$ cat src/rtl/core/trc_pkg.sv
// shared constants, codes and control structs of the register calculator
package trc_pkg;

  localparam int XLEN       = 32;
  localparam int REG_COUNT  = 10;
  localparam int PROG_DEPTH = 256;
  localparam int REG_IDX_W  = $clog2(REG_COUNT);
  localparam int PC_W       = $clog2(PROG_DEPTH);
  localparam int CMD_W      = 4;
  localparam int DIDX_W     = 4;
  localparam int NPC_W      = 8;
  localparam int STAT_W     = 3;
  localparam int STEP_W     = $clog2(XLEN);

  typedef enum logic [CMD_W-1:0] {
    CMD_ADD    = 4'd0,
    CMD_SUB    = 4'd1,
    CMD_MUL    = 4'd2,
    CMD_DIV    = 4'd3,
    CMD_MOVE   = 4'd4,
    CMD_CMP    = 4'd5,
    CMD_BRANCH = 4'd6,
    CMD_JUMP   = 4'd7,
    CMD_HALT   = 4'd8
  } cmd_t;

  typedef enum logic [STAT_W-1:0] {
    ST_OK     = 3'd0,
    ST_DIV0   = 3'd1,
    ST_BADCMD = 3'd2,
    ST_HALT   = 3'd3,
    ST_BADREG = 3'd4
  } status_t;

  // request to the multiply / divide unit
  typedef struct packed {
    logic start;
    logic is_div;
  } md_req_t;

  // status back from the multiply / divide unit
  typedef struct packed {
    logic done;
    logic busy;
  } md_rsp_t;

endpackage

$ cat src/rtl/core/trc_chan_if.sv
// valid / ready channels for instructions and results
interface trc_in_if import trc_pkg::*; ();
  logic              valid;
  logic              ready;
  logic [CMD_W-1:0]  command;
  logic              first_is_register;
  logic [XLEN-1:0]   first_value;
  logic              second_is_register;
  logic [XLEN-1:0]   second_value;

  modport source (
    output valid, command, first_is_register, first_value,
           second_is_register, second_value,
    input  ready
  );
  modport sink (
    input  valid, command, first_is_register, first_value,
           second_is_register, second_value,
    output ready
  );
endinterface

interface trc_out_if import trc_pkg::*; ();
  logic              valid;
  logic              ready;
  logic              wrote_register;
  logic [DIDX_W-1:0] dest_index;
  logic [XLEN-1:0]   dest_value;
  logic [NPC_W-1:0]  next_pc;
  logic [STAT_W-1:0] status;

  modport source (
    output valid, wrote_register, dest_index, dest_value, next_pc, status,
    input  ready
  );
  modport sink (
    input  valid, wrote_register, dest_index, dest_value, next_pc, status,
    output ready
  );
endinterface

$ cat src/rtl/core/trc_mdu.sv
// iterative multiply / signed divide around one shared adder
module trc_mdu import trc_pkg::*; (
  input  logic            clk,
  input  logic            rst_n,
  input  md_req_t         req,
  input  logic [XLEN-1:0] op_a,
  input  logic [XLEN-1:0] op_b,
  output md_rsp_t         rsp,
  output logic [XLEN-1:0] res
);

  localparam int AW = XLEN + 2;

  typedef enum logic [4:0] {
    M_IDLE = 5'b00001,
    M_ABSA = 5'b00010,
    M_ABSB = 5'b00100,
    M_RUN  = 5'b01000,
    M_FIX  = 5'b10000
  } mstate_t;

  mstate_t           state_r, state_nxt;
  logic [STEP_W-1:0] cnt_r;
  logic              done_r;
  logic              is_div_r, neg_a_r, neg_b_r;
  logic [XLEN-1:0]   acc_r, opa_r, opb_r;

  logic [AW-1:0]     add_x, add_y, sum;
  logic              add_sub;
  logic              ge;
  logic              last;

  // shared adder: x + y or x - y, on subtract a clear top bit means x >= y
  assign sum  = add_x + (add_sub ? ~add_y : add_y) + AW'(add_sub);
  assign ge   = !sum[AW-1];
  assign last = (cnt_r == STEP_W'(XLEN - 1));

  always_comb begin
    add_x   = '0;
    add_y   = '0;
    add_sub = 1'b0;
    unique case (state_r)
      M_ABSA: begin
        add_y   = {2'b00, opa_r};
        add_sub = 1'b1;
      end
      M_ABSB: begin
        add_y   = {2'b00, opb_r};
        add_sub = 1'b1;
      end
      M_RUN: begin
        if (is_div_r) begin
          add_x   = {1'b0, acc_r, opa_r[XLEN-1]};
          add_y   = {2'b00, opb_r};
          add_sub = 1'b1;
        end else begin
          add_x = {2'b00, acc_r};
          add_y = {2'b00, opb_r};
        end
      end
      M_FIX: begin
        add_y   = {2'b00, opa_r};
        add_sub = 1'b1;
      end
      default: begin
        add_sub = 1'b0;
      end
    endcase
  end

  always_comb begin
    state_nxt = state_r;
    unique case (state_r)
      M_IDLE: if (req.start) state_nxt = req.is_div ? M_ABSA : M_RUN;
      M_ABSA: state_nxt = M_ABSB;
      M_ABSB: state_nxt = M_RUN;
      M_RUN:  if (last) state_nxt = is_div_r ? M_FIX : M_IDLE;
      M_FIX:  state_nxt = M_IDLE;
      default: state_nxt = M_IDLE;
    endcase
  end

  always_ff @(posedge clk) begin
    if (!rst_n) begin
      state_r <= M_IDLE;
      done_r  <= 1'b0;
    end else begin
      state_r <= state_nxt;
      if (req.start) begin
        done_r <= 1'b0;
      end else if ((state_r == M_RUN && last && !is_div_r) || state_r == M_FIX) begin
        done_r <= 1'b1;
      end
    end
  end

  always_ff @(posedge clk) begin
    if (state_r == M_IDLE && req.start) begin
      is_div_r <= req.is_div;
      neg_a_r  <= op_a[XLEN-1];
      neg_b_r  <= op_b[XLEN-1];
      acc_r    <= '0;
      opa_r    <= op_a;
      opb_r    <= op_b;
      cnt_r    <= '0;
    end else begin
      unique case (state_r)
        M_ABSA: if (neg_a_r) opa_r <= sum[XLEN-1:0];
        M_ABSB: if (neg_b_r) opb_r <= sum[XLEN-1:0];
        M_RUN: begin
          cnt_r <= cnt_r + STEP_W'(1);
          if (is_div_r) begin
            // restoring step: partial remainder in acc, quotient shifts into opa
            acc_r <= ge ? sum[XLEN-1:0] : {acc_r[XLEN-2:0], opa_r[XLEN-1]};
            opa_r <= {opa_r[XLEN-2:0], ge};
          end else begin
            if (opa_r[0]) acc_r <= sum[XLEN-1:0];
            opa_r <= {1'b0, opa_r[XLEN-1:1]};
            opb_r <= {opb_r[XLEN-2:0], 1'b0};
          end
        end
        M_FIX: if (neg_a_r ^ neg_b_r) opa_r <= sum[XLEN-1:0];
        default: begin
          cnt_r <= cnt_r;
        end
      endcase
    end
  end

  assign rsp.done = done_r;
  assign rsp.busy = (state_r != M_IDLE);
  assign res      = is_div_r ? opa_r : acc_r;

endmodule

$ cat src/rtl/core/tiny_register_calculator_exec.sv
// execute stage of the register calculator: register file, pc and sequencer
//
// One decoded instruction is taken per transfer on in_ch and produces exactly
// one result transfer on out_ch. Add, subtract, move, compare, branch, jump,
// halt and every error case are accepted in the idle state, which reads the
// register file, and then execute in the execute state. Multiply and divide
// run on a single shared 34-bit adder that retires one bit per cycle, and
// divide adds steps to take operand magnitudes before and to apply the
// quotient sign after. The register file is a 2-read / 1-write array read at
// the input transfer; its reset value of zero comes from one valid bit per
// register. A result sits in an output register, so the next instruction is
// accepted while the previous result still waits; a finished instruction
// holds until that slot is free. Faults (divide by zero, unknown command,
// bad register number, bad branch target) and halt leave registers and pc
// untouched.
module tiny_register_calculator_exec import trc_pkg::*; (
  input  logic       clk,
  input  logic       rst_n,
  trc_in_if.sink     in_ch,
  trc_out_if.source  out_ch
);

  typedef enum logic [2:0] {
    S_IDLE = 3'b001,
    S_EXEC = 3'b010,
    S_ITER = 3'b100
  } state_t;

  // register number check: non-negative and below the register count
  function automatic logic reg_num_ok(input logic [XLEN-1:0] v);
    return !v[XLEN-1] && (v < XLEN'(REG_COUNT));
  endfunction

  state_t              state_r, state_nxt;

  // latched instruction
  logic [CMD_W-1:0]    cmd_r;
  logic                f_reg_r, s_reg_r;
  logic [XLEN-1:0]     v1_r, v2_r;

  // register file with per-entry valid bits standing in for reset
  logic [XLEN-1:0]     regs_mem [REG_COUNT];
  logic [REG_COUNT-1:0] reg_vld_r;
  logic [XLEN-1:0]     rd_a_r, rd_b_r;
  logic                rd_a_vld_r, rd_b_vld_r;
  logic [REG_IDX_W-1:0] ra, rb;

  logic [PC_W-1:0]     pc_r;
  logic [PC_W-1:0]     seq_pc, tgt_pc;

  // output slot
  logic                out_valid_r;
  logic                out_wrote_r;
  logic [REG_IDX_W-1:0] out_didx_r;
  logic [XLEN-1:0]     out_dval_r;
  logic [PC_W-1:0]     out_npc_r;
  status_t             out_status_r;

  logic                accept, slot_free, commit;
  logic                f_ok, s_ok, bad_reg, tgt_ok, md_go;
  logic [XLEN-1:0]     rd_a_val, op_a, op_b, alu_res;

  logic                 c_wrote;
  logic [REG_IDX_W-1:0] c_didx;
  logic [XLEN-1:0]      c_dval;
  logic [PC_W-1:0]      c_npc;
  status_t              c_status;

  md_req_t             md_req;
  md_rsp_t             md_rsp;
  logic [XLEN-1:0]     md_res;

  assign in_ch.ready = (state_r == S_IDLE);
  assign accept      = in_ch.valid && in_ch.ready;
  assign slot_free   = !out_valid_r || out_ch.ready;

  // read addresses come straight off the input payload; branch reads r0
  always_comb begin
    ra = '0;
    rb = '0;
    if (in_ch.command != CMD_BRANCH && reg_num_ok(in_ch.first_value)) begin
      ra = in_ch.first_value[REG_IDX_W-1:0];
    end
    if (reg_num_ok(in_ch.second_value)) begin
      rb = in_ch.second_value[REG_IDX_W-1:0];
    end
  end

  always_ff @(posedge clk) begin
    if (accept) begin
      cmd_r      <= in_ch.command;
      f_reg_r    <= in_ch.first_is_register;
      v1_r       <= in_ch.first_value;
      s_reg_r    <= in_ch.second_is_register;
      v2_r       <= in_ch.second_value;
      rd_a_r     <= regs_mem[ra];
      rd_b_r     <= regs_mem[rb];
      rd_a_vld_r <= reg_vld_r[ra];
      rd_b_vld_r <= reg_vld_r[rb];
    end
    if (commit && c_wrote) begin
      regs_mem[c_didx] <= c_dval;
    end
  end

  always_ff @(posedge clk) begin
    if (!rst_n) begin
      reg_vld_r <= '0;
    end else if (commit && c_wrote) begin
      reg_vld_r[c_didx] <= 1'b1;
    end
  end

  // operand fetch: a never-written register reads as zero
  assign rd_a_val = rd_a_vld_r ? rd_a_r : '0;
  assign op_a     = f_reg_r ? rd_a_val : v1_r;
  assign op_b     = s_reg_r ? (rd_b_vld_r ? rd_b_r : '0) : v2_r;

  assign f_ok   = reg_num_ok(v1_r);
  assign s_ok   = reg_num_ok(v2_r);
  // move always names its destination by the first operand
  assign bad_reg = ((cmd_r == CMD_MOVE) ? !f_ok : (f_reg_r && !f_ok)) || (s_reg_r && !s_ok);

  // sequential advance wraps at the program depth
  assign seq_pc = (pc_r == PC_W'(PROG_DEPTH - 1)) ? '0 : pc_r + PC_W'(1);
  // branch target is a 1-based line number
  assign tgt_ok = ($signed(v1_r) >= $signed(XLEN'(1)))
               && ($signed(v1_r) <= $signed(XLEN'(PROG_DEPTH)));
  assign tgt_pc = v1_r[PC_W-1:0] - PC_W'(1);

  always_comb begin
    unique case (cmd_r) inside
      CMD_ADD:  alu_res = op_a + op_b;
      CMD_SUB:  alu_res = op_a - op_b;
      CMD_CMP:  alu_res = XLEN'($signed(op_a) < $signed(op_b));
      CMD_MOVE: alu_res = op_b;
      default:  alu_res = '0;
    endcase
  end

  // result of the instruction in flight
  always_comb begin
    c_wrote  = 1'b0;
    c_didx   = '0;
    c_dval   = '0;
    c_npc    = pc_r;
    c_status = ST_OK;
    md_go    = 1'b0;
    if (state_r == S_ITER) begin
      c_wrote = 1'b1;
      c_dval  = md_res;
      c_npc   = seq_pc;
    end else begin
      unique case (cmd_r) inside
        CMD_ADD, CMD_SUB, CMD_MOVE, CMD_CMP: begin
          if (bad_reg) begin
            c_status = ST_BADREG;
          end else begin
            c_wrote = 1'b1;
            c_didx  = (cmd_r == CMD_MOVE) ? v1_r[REG_IDX_W-1:0] : '0;
            c_dval  = alu_res;
            c_npc   = seq_pc;
          end
        end
        CMD_MUL, CMD_DIV: begin
          // register errors win over divide by zero
          if (bad_reg) begin
            c_status = ST_BADREG;
          end else if (cmd_r == CMD_DIV && op_b == '0) begin
            c_status = ST_DIV0;
          end else begin
            md_go = 1'b1;
          end
        end
        CMD_BRANCH, CMD_JUMP: begin
          // an untaken branch does not look at its target
          if (cmd_r == CMD_BRANCH && rd_a_val != XLEN'(1)) begin
            c_npc = seq_pc;
          end else if (!tgt_ok) begin
            c_status = ST_BADREG;
          end else begin
            c_npc = tgt_pc;
          end
        end
        CMD_HALT: begin
          c_status = ST_HALT;
        end
        default: begin
          c_status = ST_BADCMD;
        end
      endcase
    end
  end

  assign md_req.start  = (state_r == S_EXEC) && md_go;
  assign md_req.is_div = (cmd_r == CMD_DIV);

  trc_mdu u_mdu (
    .clk   (clk),
    .rst_n (rst_n),
    .req   (md_req),
    .op_a  (op_a),
    .op_b  (op_b),
    .rsp   (md_rsp),
    .res   (md_res)
  );

  // an instruction retires only into a free output slot
  assign commit = slot_free && (((state_r == S_EXEC) && !md_go)
                             || ((state_r == S_ITER) && md_rsp.done));

  always_comb begin
    state_nxt = state_r;
    unique case (state_r)
      S_IDLE: if (accept) state_nxt = S_EXEC;
      S_EXEC: begin
        if (md_go) begin
          state_nxt = S_ITER;
        end else if (commit) begin
          state_nxt = S_IDLE;
        end
      end
      S_ITER: if (commit) state_nxt = S_IDLE;
      default: state_nxt = S_IDLE;
    endcase
  end

  always_ff @(posedge clk) begin
    if (!rst_n) begin
      state_r     <= S_IDLE;
      pc_r        <= '0;
      out_valid_r <= 1'b0;
    end else begin
      state_r <= state_nxt;
      if (commit) begin
        pc_r        <= c_npc;
        out_valid_r <= 1'b1;
      end else if (out_ch.ready) begin
        out_valid_r <= 1'b0;
      end
    end
  end

  always_ff @(posedge clk) begin
    if (commit) begin
      out_wrote_r  <= c_wrote;
      out_didx_r   <= c_didx;
      out_dval_r   <= c_dval;
      out_npc_r    <= c_npc;
      out_status_r <= c_status;
    end
  end

  assign out_ch.valid          = out_valid_r;
  assign out_ch.wrote_register = out_wrote_r;
  assign out_ch.dest_index     = DIDX_W'(out_didx_r);
  assign out_ch.dest_value     = out_dval_r;
  assign out_ch.next_pc        = NPC_W'(out_npc_r);
  assign out_ch.status         = out_status_r;

  // every accepted instruction goes straight to execute
  a_accept_exec: assert property (@(posedge clk) disable iff (!rst_n)
    accept |=> state_r == S_EXEC)
    else $error("accepted instruction did not reach execute");

  // the shared unit is never restarted while it is working
  a_mdu_no_restart: assert property (@(posedge clk) disable iff (!rst_n)
    md_req.start |-> !md_rsp.busy)
    else $error("multiply/divide started while busy");

  // a register write is only ever reported with ok status
  a_write_ok: assert property (@(posedge clk) disable iff (!rst_n)
    out_ch.valid && out_ch.wrote_register |-> out_ch.status == ST_OK)
    else $error("register write reported with fault status");

  // a retirement never overwrites a result still waiting in the slot
  a_no_overwrite: assert property (@(posedge clk) disable iff (!rst_n)
    commit |-> !out_valid_r || out_ch.ready)
    else $error("result slot overwritten before transfer");

  // pc stays inside the program
  a_pc_range: assert property (@(posedge clk) disable iff (!rst_n)
    pc_r <= PC_W'(PROG_DEPTH - 1))
    else $error("program counter out of range");

endmodule

$ cat src/flat_wrapper.sv
// flat-port wrapper written by rule: the top's interface ports become plain ports
module tiny_register_calculator_exec_flat import trc_pkg::*;
  (clk, rst_n, in_ch_valid, in_ch_command, in_ch_first_is_register, in_ch_first_value, in_ch_second_is_register, in_ch_second_value, in_ch_ready, out_ch_valid, out_ch_wrote_register, out_ch_dest_index, out_ch_dest_value, out_ch_next_pc, out_ch_status, out_ch_ready);
  trc_in_if in_ch_i ();
  trc_out_if out_ch_i ();
  input  logic clk;
  input  logic rst_n;
  input wire logic [$bits(in_ch_i.valid)-1:0] in_ch_valid;
  input wire logic [$bits(in_ch_i.command)-1:0] in_ch_command;
  input wire logic [$bits(in_ch_i.first_is_register)-1:0] in_ch_first_is_register;
  input wire logic [$bits(in_ch_i.first_value)-1:0] in_ch_first_value;
  input wire logic [$bits(in_ch_i.second_is_register)-1:0] in_ch_second_is_register;
  input wire logic [$bits(in_ch_i.second_value)-1:0] in_ch_second_value;
  output wire logic [$bits(in_ch_i.ready)-1:0] in_ch_ready;
  output wire logic [$bits(out_ch_i.valid)-1:0] out_ch_valid;
  output wire logic [$bits(out_ch_i.wrote_register)-1:0] out_ch_wrote_register;
  output wire logic [$bits(out_ch_i.dest_index)-1:0] out_ch_dest_index;
  output wire logic [$bits(out_ch_i.dest_value)-1:0] out_ch_dest_value;
  output wire logic [$bits(out_ch_i.next_pc)-1:0] out_ch_next_pc;
  output wire logic [$bits(out_ch_i.status)-1:0] out_ch_status;
  input wire logic [$bits(out_ch_i.ready)-1:0] out_ch_ready;
  assign in_ch_i.valid = in_ch_valid;
  assign in_ch_i.command = in_ch_command;
  assign in_ch_i.first_is_register = in_ch_first_is_register;
  assign in_ch_i.first_value = in_ch_first_value;
  assign in_ch_i.second_is_register = in_ch_second_is_register;
  assign in_ch_i.second_value = in_ch_second_value;
  assign in_ch_ready = in_ch_i.ready;
  assign out_ch_valid = out_ch_i.valid;
  assign out_ch_wrote_register = out_ch_i.wrote_register;
  assign out_ch_dest_index = out_ch_i.dest_index;
  assign out_ch_dest_value = out_ch_i.dest_value;
  assign out_ch_next_pc = out_ch_i.next_pc;
  assign out_ch_status = out_ch_i.status;
  assign out_ch_i.ready = out_ch_ready;
  tiny_register_calculator_exec u_core (.clk(clk), .rst_n(rst_n), .in_ch(in_ch_i), .out_ch(out_ch_i));
endmodule
$ cat config.mk
export PLATFORM = sky130hd
export DESIGN_NAME = tiny_register_calculator_exec_flat
export DESIGN_NICKNAME = d
export VERILOG_FILES = /design/src/rtl/core/trc_pkg.sv /design/src/rtl/core/trc_chan_if.sv /design/src/rtl/core/trc_mdu.sv /design/src/rtl/core/tiny_register_calculator_exec.sv /design/src/flat_wrapper.sv
export SDC_FILE = /design/constraint.sdc
export NUM_CORES = 1
export LEC_CHECK = 0
export ABC_AREA = 0
export CAP_MARGIN = 20
export CELL_PAD_IN_SITES_DETAIL_PLACEMENT = 0
export CELL_PAD_IN_SITES_GLOBAL_PLACEMENT = 1
export CORE_MARGIN = 1.5
export CORE_UTILIZATION = 25
export CTS_CLUSTER_DIAMETER = 100
export DETAILED_ROUTE_END_ITERATION = 10
export DONT_BUFFER_PORTS = 1
export PLACE_DENSITY_LB_ADDON = 0.08
export SKIP_CTS_REPAIR_TIMING = 1
export SYNTH_ARGS = -nofsm -noshare
export SYNTH_HDL_FRONTEND = slang
export SYNTH_HIERARCHICAL = 1
export SYNTH_SLANG_ARGS = --single-unit
$ cat constraint.sdc
create_clock -name clk -period 9.3 [get_ports clk]
set_input_delay 1.86 -clock clk [delete_from_list [all_inputs] [get_ports clk]]
set_output_delay 1.86 -clock clk [all_outputs]
set_load 0.005 [all_outputs]
# After elaboration in Yosys (flattened, before gate mapping)
# Memory sizes are Yosys's and may differ from the RTL's. A register that Yosys moved wholly into a read port is not among the register bits.
# Cells that the tools add are included.
# totals
reg_bits,252
latch_bits,0
mem_bits_rw,320
rom_bits,0
inputBits,74
memories,1
# mem_list
memory,depth,word_bits,read_ports,rd_clocked_by_memory_dff,wr,line_no,source
u_core.regs_mem,10,32,2,2,1,tiny_register_calculator_exec.sv:42,logic [XLEN-1:0] regs_mem [REG_COUNT];
# op_classes
add_sub_neg,7
multipliers,0
div,0
n_lt_le_gt_ge,11
eq_ne,27
shift,0
muxes,72
bitwise,4
n_reduce_logical,51
# ops
operator,count
$mux 32,18
$lt 32x4->1 const B,4
$pmux 32 s2,2
$pmux 32 s4,1
$pmux 32 s3,1
$mux 33,2
$mux 8,5
$add 34x1->34,1
$add 34x34->34,1
$mux 34,1
$not 32->34,1
$add 32x32->32,1
$ge 32x2->1 const B,1
$le 32x10->1 const B,1
$logic_not 32->1,1
$lt 32x32->1,1
$ne 32x1->1 const B,1
$sub 32x32->32,1
$mux 4,7
$mux 3,7
$logic_and 1x1->1,20
$pmux 5 s4,1
$mux 1,17
$eq 4x3->1 const B,4
43 further kinds,72

# Depth between registers and ports, before layout
# Gate-level depths: netlist (run 1).
# depth
word_depth,16
depth_mapped,20
mapped_depth_nobuf,15

# Cells and area by module
# The synthesis (run 1) kept the hierarchy.
# by_module_without_submodules
mod,instances,cells_each,area_each_um2
tiny_register_calculator_exec,1,2679,27617.7
trc_mdu,1,1129,8700.8

# Worst setup path before layout (run 1)
# Ideal clock, no wire load.
# synth_timing
path_type,input to register
startpoint,input port in_ch_valid
endpoint,register u_core.cmd_r[0] (enable)
setup_ns,0.511
t_arrival_ns,4.971
required_ns,8.789
path_slack_ns,3.818
stages,1
path_buffers,0
path_cell_list,and2_1
# synth_via
elab_chain_cells,1
# synth_rtl
item,line_no,source
"start, declared",flat_wrapper.sv:8,input wire logic [$bits(in_ch_i.valid)-1:0] in_ch_valid;
$logic_and 1x1->1,tiny_register_calculator_exec.sv:74,assign accept = in_ch.valid && in_ch.ready;
"end signal, assigned",tiny_register_calculator_exec.sv:91,cmd_r <= in_ch.command;
"end, declared",tiny_register_calculator_exec.sv:37,logic [CMD_W-1:0] cmd_r;
# No other way between the ends.
# A chain may end at the register's enable or synchronous reset.

# Final worst setup path (run 1)
# layout_timing
startpoint,register u_core.s_reg_r
endpoint,"register u_core.out_dval_r[28], in the netlist u_core/out_ch.dest_value[28], data pin"
# layout_via
elab_chain_cells,6
# layout_rtl
item,line_no,source
"start, declared",tiny_register_calculator_exec.sv:38,"logic f_reg_r, s_reg_r;"
"start signal, assigned",tiny_register_calculator_exec.sv:94,s_reg_r <= in_ch.second_is_register;
$mux 32 (*),tiny_register_calculator_exec.sv:117,assign op_b = s_reg_r ? (rd_b_vld_r ? rd_b_r : '0) : v2_r;
via u_core.op_b[0],tiny_register_calculator_exec.sv:61,"logic [XLEN-1:0] rd_a_val, op_a, op_b, alu_res;"
$sub 32x32->32 or $add 32x32->32 (tied branches),"tiny_register_calculator_exec.sv:134, tiny_register_calculator_exec.sv:133",
$pmux 32 s4 (*),tiny_register_calculator_exec.sv:132,unique case (cmd_r) inside
$mux 32 (*),tiny_register_calculator_exec.sv:156,if (bad_reg) begin
$mux 32 (*),tiny_register_calculator_exec.sv:154,unique case (cmd_r) inside
$mux 32 (*),tiny_register_calculator_exec.sv:149,if (state_r == S_ITER) begin
via u_core.c_dval[28],tiny_register_calculator_exec.sv:65,logic [XLEN-1:0] c_dval;
"end signal, assigned",tiny_register_calculator_exec.sv:248,out_dval_r <= c_dval;
"end, declared",tiny_register_calculator_exec.sv:55,logic [XLEN-1:0] out_dval_r;
# Mark *: on every way through the listed nets, which the timed path passes. The rest lies on a longest branch.

==> out/metrics.yaml, run 1 <==
outcome:
  status: "finished, final reports clean"
timing:
  tightest_slew_ns: 1.22
  finalCritPeriodShare: 0.650
  setup_slack_ns: 3.25
  clock_skew_ns: 0.0332
  grt_setup_unrepaired: "false"
  setup_tns_ns: 0
  maxSlewHeadroom: 0.179
  final-hold-violation-count: 0
  hold_slack_ns: 0.464
  setup_viol_count_final: 0
  fin_crit_ns: 6.05
  slew_viol_final: 0
  max_freq_mhz: 165
synthesis:
  async_reset_ff_frac: 0
  synth_edf_count: 571
  synth_top_area_frac: 0.472
  synth_warnings: 6
  seq_area_frac_synth: 0.508
  syn_nets: 3985
  synth_flop_cell: "edfxtp_1"
  synth_cell_types: 102
  synth_area_per_cell_sq_um: 9.54
  synth.largest_area_cell: "edfxtp_1"
  synthCells: 3808
  syn_area_sq_um: 36300
  synth_area_leaders: "edfxtp_1, nand2_1, a21oi_1, dfxtp_1, ha_1"
  ys_seq_elements: 636
power_and_ir_drop:
  leakage_nw: 14.3
  peakVddDrop_v: 0.000138
  finalPower_mw: 6.99
  powerDensity_nw_per_um2: 169
worst_hold_path:
  hold_start: "u_core/u_mdu/cnt_r[4]"
  holdPathStages: 2
  worstHoldEndpoint: "u_core/u_mdu/cnt_r[4]"
  min_path_type: "reg2reg"
die:
  ios: 124
  die_h_um: 384
  die-area_sq_um: 148000
  die_width_um: 384
  core-area_sq_um: 144000
  num_rows: 139
  floorplan.initialDensity: 0.253
placement:
  pre_cts_ws_ns: 2.65
  routabilityCongestion: 0.886
  dp_hpwl_mm: 114
  port-buffer-count: 0
grt:
  grt_pass1_wl_mm: 234
  antenna_found_initial: 14
  grt_start_max_net_pins: 138
  overflow: 0
  grt_use_total: 0.221
  grt_pass1_vias: 30200
clock_network:
  htree_levels: 3
  cts_tree: "done"
  clkTransAtPathRegs_ns: 0.06
  clk_latency_ns: 0.71
  root_buffer: "clkbuf_16"
  cts.path.max_buffers: 3
  cts_made_buffers: 82
  clock-sinks: 636
critical_path:
  cp_slowest_cell: "o31ai_2"
  max_stage_delay_ns: 0.80
  cp_common_cell: "buf_4"
  r2r_start: "u_core/s_reg_r"
  cp_max_fo: 44
  r2r_setup_slack_ns: 3.25
  crit_arrival_ns: 6.40
  crit_required_ns: 9.65
  crit_family: "compound AO/OA/AOI/OAI gates"
  crit_type: "reg2reg"
  timing.rr.end: "u_core/out_ch.dest_value[28]"
  cp-end-kind: "flop"
  r2r_cells: 16
  start_kind: "flop"
  path_cells: "buf_4 > and2_1 > buf_4 > nand2_1 > o21ai_1 > ha_1 > inv_1 > fa_1 > o21bai_1 > nand3_1 > a21oi_1 > nor4_1 > o41ai_1 > nor2b_1 > a311oi_1 > o31ai_2"
  worst-path-buf-inv: 3
final_layout:
  final_cell_mix: "nand2_1, edfxtp_1, a21oi_1"
  final_common_cell: "nand2_1"
  areaGrowthSynthToFinish_pct: 13.9
  seq_area_sq_um: 18400
  drive_above_1_share: 0.0828
  nFillCells: 15100
  multi_input_area_sq_um: 16400
  layout.nets: 3915
drt:
  routed-wl-met3_mm: 7.03
  route.detailed.drc: 0
  wl_met1_mm: 73.7
  first_iter_violations: 2450
  wl_met2_mm: 80.0
  drt_wl_total_mm: 166
  vias: 30200
  routedWlPerCell_um: 29.1
  vias_per_cell: 5.28
  highest_layer: "met4"
  drt_pre_antenna_iters: 6
  ant_nets: 0
job:
  drv_cap: 0
==> synth_stat cells (all sizes together) (47+ instances only) <==
| master | instances |
|---|---|
| a211oi | 62 |
| a21oi | 300 |
| a22oi | 47 |
| a311oi | 104 |
| a31oi | 77 |
| buf | 60 |
| clkbuf | 204 |
| dfxtp | 65 |
| edfxtp | 571 |
| ha | 100 |
| inv | 158 |
| nand2 | 724 |
| nand2b | 66 |
| nand3 | 160 |
| nor2 | 187 |
| nor2b | 62 |
| nor4 | 48 |
| o21ai | 208 |
| o22ai | 107 |
| xnor2 | 66 |
==> where the power goes <==
group,switching (mW),internal [mW]
sequential,0.0752,3.15
combinational,0.432,0.185
clock,1.36,1.79
==> how the worst max path moves through the flow <==
stage	startpoint	end	slack [ns]	depth (start not counted)
2_1_floorplan	in_ch_valid	u_core/cmd_r[0]	3.82	1
3_3_place_gp	in_ch_first_value[26]	u_core/rd_a_r[27]	2.24	10
3_5_place_dp	in_ch_first_value[26]	u_core/rd_a_r[0]	2.65	11
4_1_cts	u_core/s_reg_r	u_core/out_ch.dest_value[28]	3.24	16
5_1_grt	u_core/s_reg_r	u_core/out_ch.dest_value[28]	2.78	16
6_report	u_core/s_reg_r	u_core/out_ch.dest_value[28]	3.25	16
==> per-layer routing <==
metal  global-route usage  vias to the layer above
met3               0.0291                      197
li1                     -                    14100
met1                0.290                    15200
met5                    0                        -
met4               0.0761                        0
met2                0.373                      727
==> state kept, by name, indices dropped and copies added (netlist names), 8 cells and up <==
signal	count
u_core/v1_r	32
u_core/u_mdu/opa_r	32
u_core/out_ch.dest_value	32
u_core/regs_mem	320
u_core/rd_b_r	32
u_core/reg_vld_r	10
u_core/out_ch.next_pc	8
u_core/u_mdu/opb_r	32
u_core/v2_r	32
u_core/pc_r	8
u_core/u_mdu/acc_r	32
u_core/rd_a_r	32
==> tightest hold or removal path: stages (launching register included) <==
cell and delay, ns:
dfxtp_1 0.31, nand2_1 0.05, a21oi_1 0.05
==> cell families after synthesis <==
group / Yosys count / synth area share
XOR/XNOR: 81 / 0.0197
multiplexers: 33 / 0.00927
AND/OR/NAND/NOR: 1397 / 0.176
AO/OA/AOI/OAI: 1133 / 0.205
flip-flops: 636 / 0.508
buffers and inverters: 425 / 0.0461
adder cells (fa/ha/maj): 103 / 0.0361
==> area by class of cell <==
class / instances / area share
diodes: 4 / 0.000242
clock buffers: 108 / 0.0542
clock inverters: 43 / 0.00929
inverters: 161 / 0.0146
multi-input cells: 2747 / 0.397
flip-flops and latches: 636 / 0.446
well taps: 1903 / 0.0576
repair buffers: 110 / 0.0209
==> metrics by stage <==
| stage | instance area (sq um) | utilization | std cells |
|---|---|---|---|
| after floorplan | 36300 | - | 3808 |
| after global placement | 38700 | 0.269 | 5549 |
| after detailed placement | 38700 | 0.269 | 5555 |
| after CTS | 41300 | 0.287 | 5706 |
| after global routing | 41400 | 0.288 | 5708 |
| final | 41400 | 0.288 | 5712 |
Note: power is estimated with default switching activity, not from simulation.
==> inputs of run 2 (changes only) <==
==> constraint.sdc (replaced) <==
create_clock -name clk -period 5.6 [get_ports clk]
set_input_delay 1.12 -clock clk [delete_from_list [all_inputs] [get_ports clk]]
set_output_delay 1.12 -clock clk [all_outputs]
set_load 0.005 [all_outputs]
==> run 2 against run 1 <==
Effect of this change:
- die area unchanged
- global-route usage is essentially flat
- routed wire length about the same
- critical path depth grew 1
- final cell count grew 1.4%
- sequential power up 66%
- worst setup slack lost 2.7 ns
- fmax increased by 19%
- design area increased by 2.4%
- clock power up 73%
==> out/metrics.yaml, run 2 (synthesis results as in run 1) <==
outcome:
  status: "finished, final reports clean"
critical_path:
  timing.rr.end: "u_core/out_ch.dest_value[28]"
  crit_type: "reg2reg"
  crit_required_ns: 6.03
  cp-end-kind: "flop"
  r2r_cells: 17
  crit_arrival_ns: 5.51
  startpoint: "u_core/s_reg_r"
  worst-path-buf-inv: 4
  critical_path_cell_count: 17
  cp_max_fo: 18
  path_cells: "and2_1 > buf_4 > nand2_1 > o21ai_0 > inv_1 > ha_1 > nor2b_1 > o211ai_1 > a311oi_1 > nor4_1 > o41ai_1 > buf_4 > nor2b_1 > o41ai_1 > a32oi_1 > o31ai_2 > buf_4"
  r2r_setup_slack_ns: 0.53
  crit_end: "u_core/out_ch.dest_value[28]"
  cp_common_cell: "buf_4"
  max_stage_delay_ns: 0.60
  crit_family: "compound AO/OA/AOI/OAI gates"
  r2r_start: "u_core/s_reg_r"
  cp_slowest_cell: "o41ai_1"
  start_kind: "flop"
drt:
  vias_per_cell: 5.27
  ant_nets: 0
  routedWlPerCell_um: 28.7
  vias: 30500
  route.detailed.drc: 0
  drt_pre_antenna_iters: 5
  drt_wl_total_mm: 166
  first_iter_violations: 2507
timing:
  slew_viol_final: 0
  fin_crit_ns: 5.07
  final-hold-violation-count: 0
  maxSlewHeadroom: 0.228
  setup_tns_ns: 0
  setup_viol_count_final: 0
  finalCritPeriodShare: 0.906
  setup_slack_ns: 0.525
  max_freq_mhz: 197
  grt_setup_unrepaired: "false"
  tightest_slew_ns: 1.15
  clock_skew_ns: 0.0475
grt:
  grt_use_total: 0.221
  grt_pass1_wl_mm: 234
  grt_pass1_vias: 30300
  grt_start_max_net_pins: 117
  overflow: 0
  antenna_found_initial: 12
final_layout:
  areaGrowthSynthToFinish_pct: 16.7
  nFillCells: 15000
  largest-register: "u_core/regs_mem"
  drive_above_1_share: 0.101
  fin_cells: 5790
  finalInstanceArea_sq_um: 42400
  final_common_cell: "nand2_1"
  multi_input_area_sq_um: 16400
  final_cell_mix: "nand2_1, edfxtp_1, a21oi_1"
  largest_reg_flops: 320
  seq_area_sq_um: 18400
  layout.nets: 3993
  fin_util: 0.295
placement:
  routabilityCongestion: 0.880
  placed_cell_area_sq_um: 39600
  dpl.cell_count: 5633
  pre_cts_ws_ns: 0.620
  port-buffer-count: 0
  dp_hpwl_mm: 119
power_and_ir_drop:
  clkPwrFrac: 0.461
  swShare: 0.261
  peakVddDrop_v: 0.000227
  powerDensity_nw_per_um2: 279
  seqPwrFrac: 0.451
  leakage_nw: 14.8
  p_int_mw: 8.73
  switchingPower_mw: 3.09
  p_comb_frac: 0.088
die:
  ios: 124
  core-area_sq_um: 144000
  die_width_um: 384
  die-area_sq_um: 148000
  num_rows: 139
  die_h_um: 384
  floorplan.initialDensity: 0.253
job:
  drv_cap: 0
worst_hold_path:
  holdPathStages: 2
  min_path_type: "reg2reg"
clock_network:
  htree_levels: 3
  cts.path.max_buffers: 3
  cts_tree: "done"
  clkTransAtPathRegs_ns: 0.05
  clk_latency_ns: 0.72
  cts_made_buffers: 84
  root_buffer: "clkbuf_16"
  clock-sinks: 636
run 2: cell types whose count changed in the layout (fill, tap and decap cells not counted), moves of 2 or more:
| cell | delta |
|---|---|
| clkbuf_1 | +3 |
| clkinv_2 | +5 |
| o21ai_0 | +2 |
| clkinv_1 | -6 |
| buf_12 | +26 |
| bufinv_16 | +5 |
| clkinvlp_4 | -2 |
| inv_6 | -3 |
| buf_4 | +52 |
| o21ai_2 | -2 |
run 2: worst register-to-register path, stage by stage (launching register included):
cell and delay (ns):
edfxtp_1 0.33, and2_1 0.42, buf_4 0.34, nand2_1 0.08
o21ai_0 0.32, inv_1 0.11, ha_1 0.46, nor2b_1 0.24
o211ai_1 0.11, a311oi_1 0.53, nor4_1 0.19, o41ai_1 0.60
buf_4 0.21, nor2b_1 0.22, o41ai_1 0.13, a32oi_1 0.24
o31ai_2 0.10, buf_4 0.19
run 2: power by group through the flow:
stage          combinational, mW  sequential (mW)  clock [mW]
2_1_floorplan              0.663             5.36           0
3_3_place_gp                1.05             5.43           0
3_5_place_dp                1.03             5.43           0
4_1_cts                     1.03             5.33        5.62
5_1_grt                     1.13             5.33        5.76
6_report                    1.04             5.33        5.45
run 2: worst min-delay path by stage:
stage / to / from
finish: u_core/u_mdu/cnt_r[4] / u_core/u_mdu/cnt_r[4]
CTS: u_core/v1_r[19] / in_ch_first_value[19]
floorplan: u_core/reg_vld_r[9] / u_core/reg_vld_r[9]
detailed placement: u_core/reg_vld_r[5] / u_core/reg_vld_r[5]
global placement: u_core/u_mdu/cnt_r[4] / u_core/u_mdu/cnt_r[4]
global route: u_core/v1_r[16] / in_ch_first_value[16]
run 2: final cells by class:
cell class                 count  area share
sequential                   636       0.435
multi-input combinational   2747       0.388
tap                         1903      0.0562
clock buffer                 109      0.0523
timing repair buffer         186      0.0415
inverter                     161      0.0143
clock inverter                44      0.0125
antenna                        4    0.000236
run 2: metal layers:
layer | track usage | part of all wire | vias to the layer above | routed length [um]
met3 | 0.0318 | 0.040 | 220 | 6720
met4 | 0.0732 | 0.034 | 8 | 5680
met5 | 0 | 0.00035 | - | 59
li1 | - | - | 14200 | -
met2 | 0.369 | 0.48 | 753 | 79100
met1 | 0.293 | 0.45 | 15300 | 74700
run 2: through the flow:
stage | power, mW | hold slack (ns)
6_report | 11.8 | 0.459
5_1_grt | 12.2 | 0.448
4_1_cts | 12.0 | 0.432
3_5_place_dp | 6.45 | 0.456
3_3_place_gp | 6.47 | 0.449
2_1_floorplan | 6.02 | 0.438
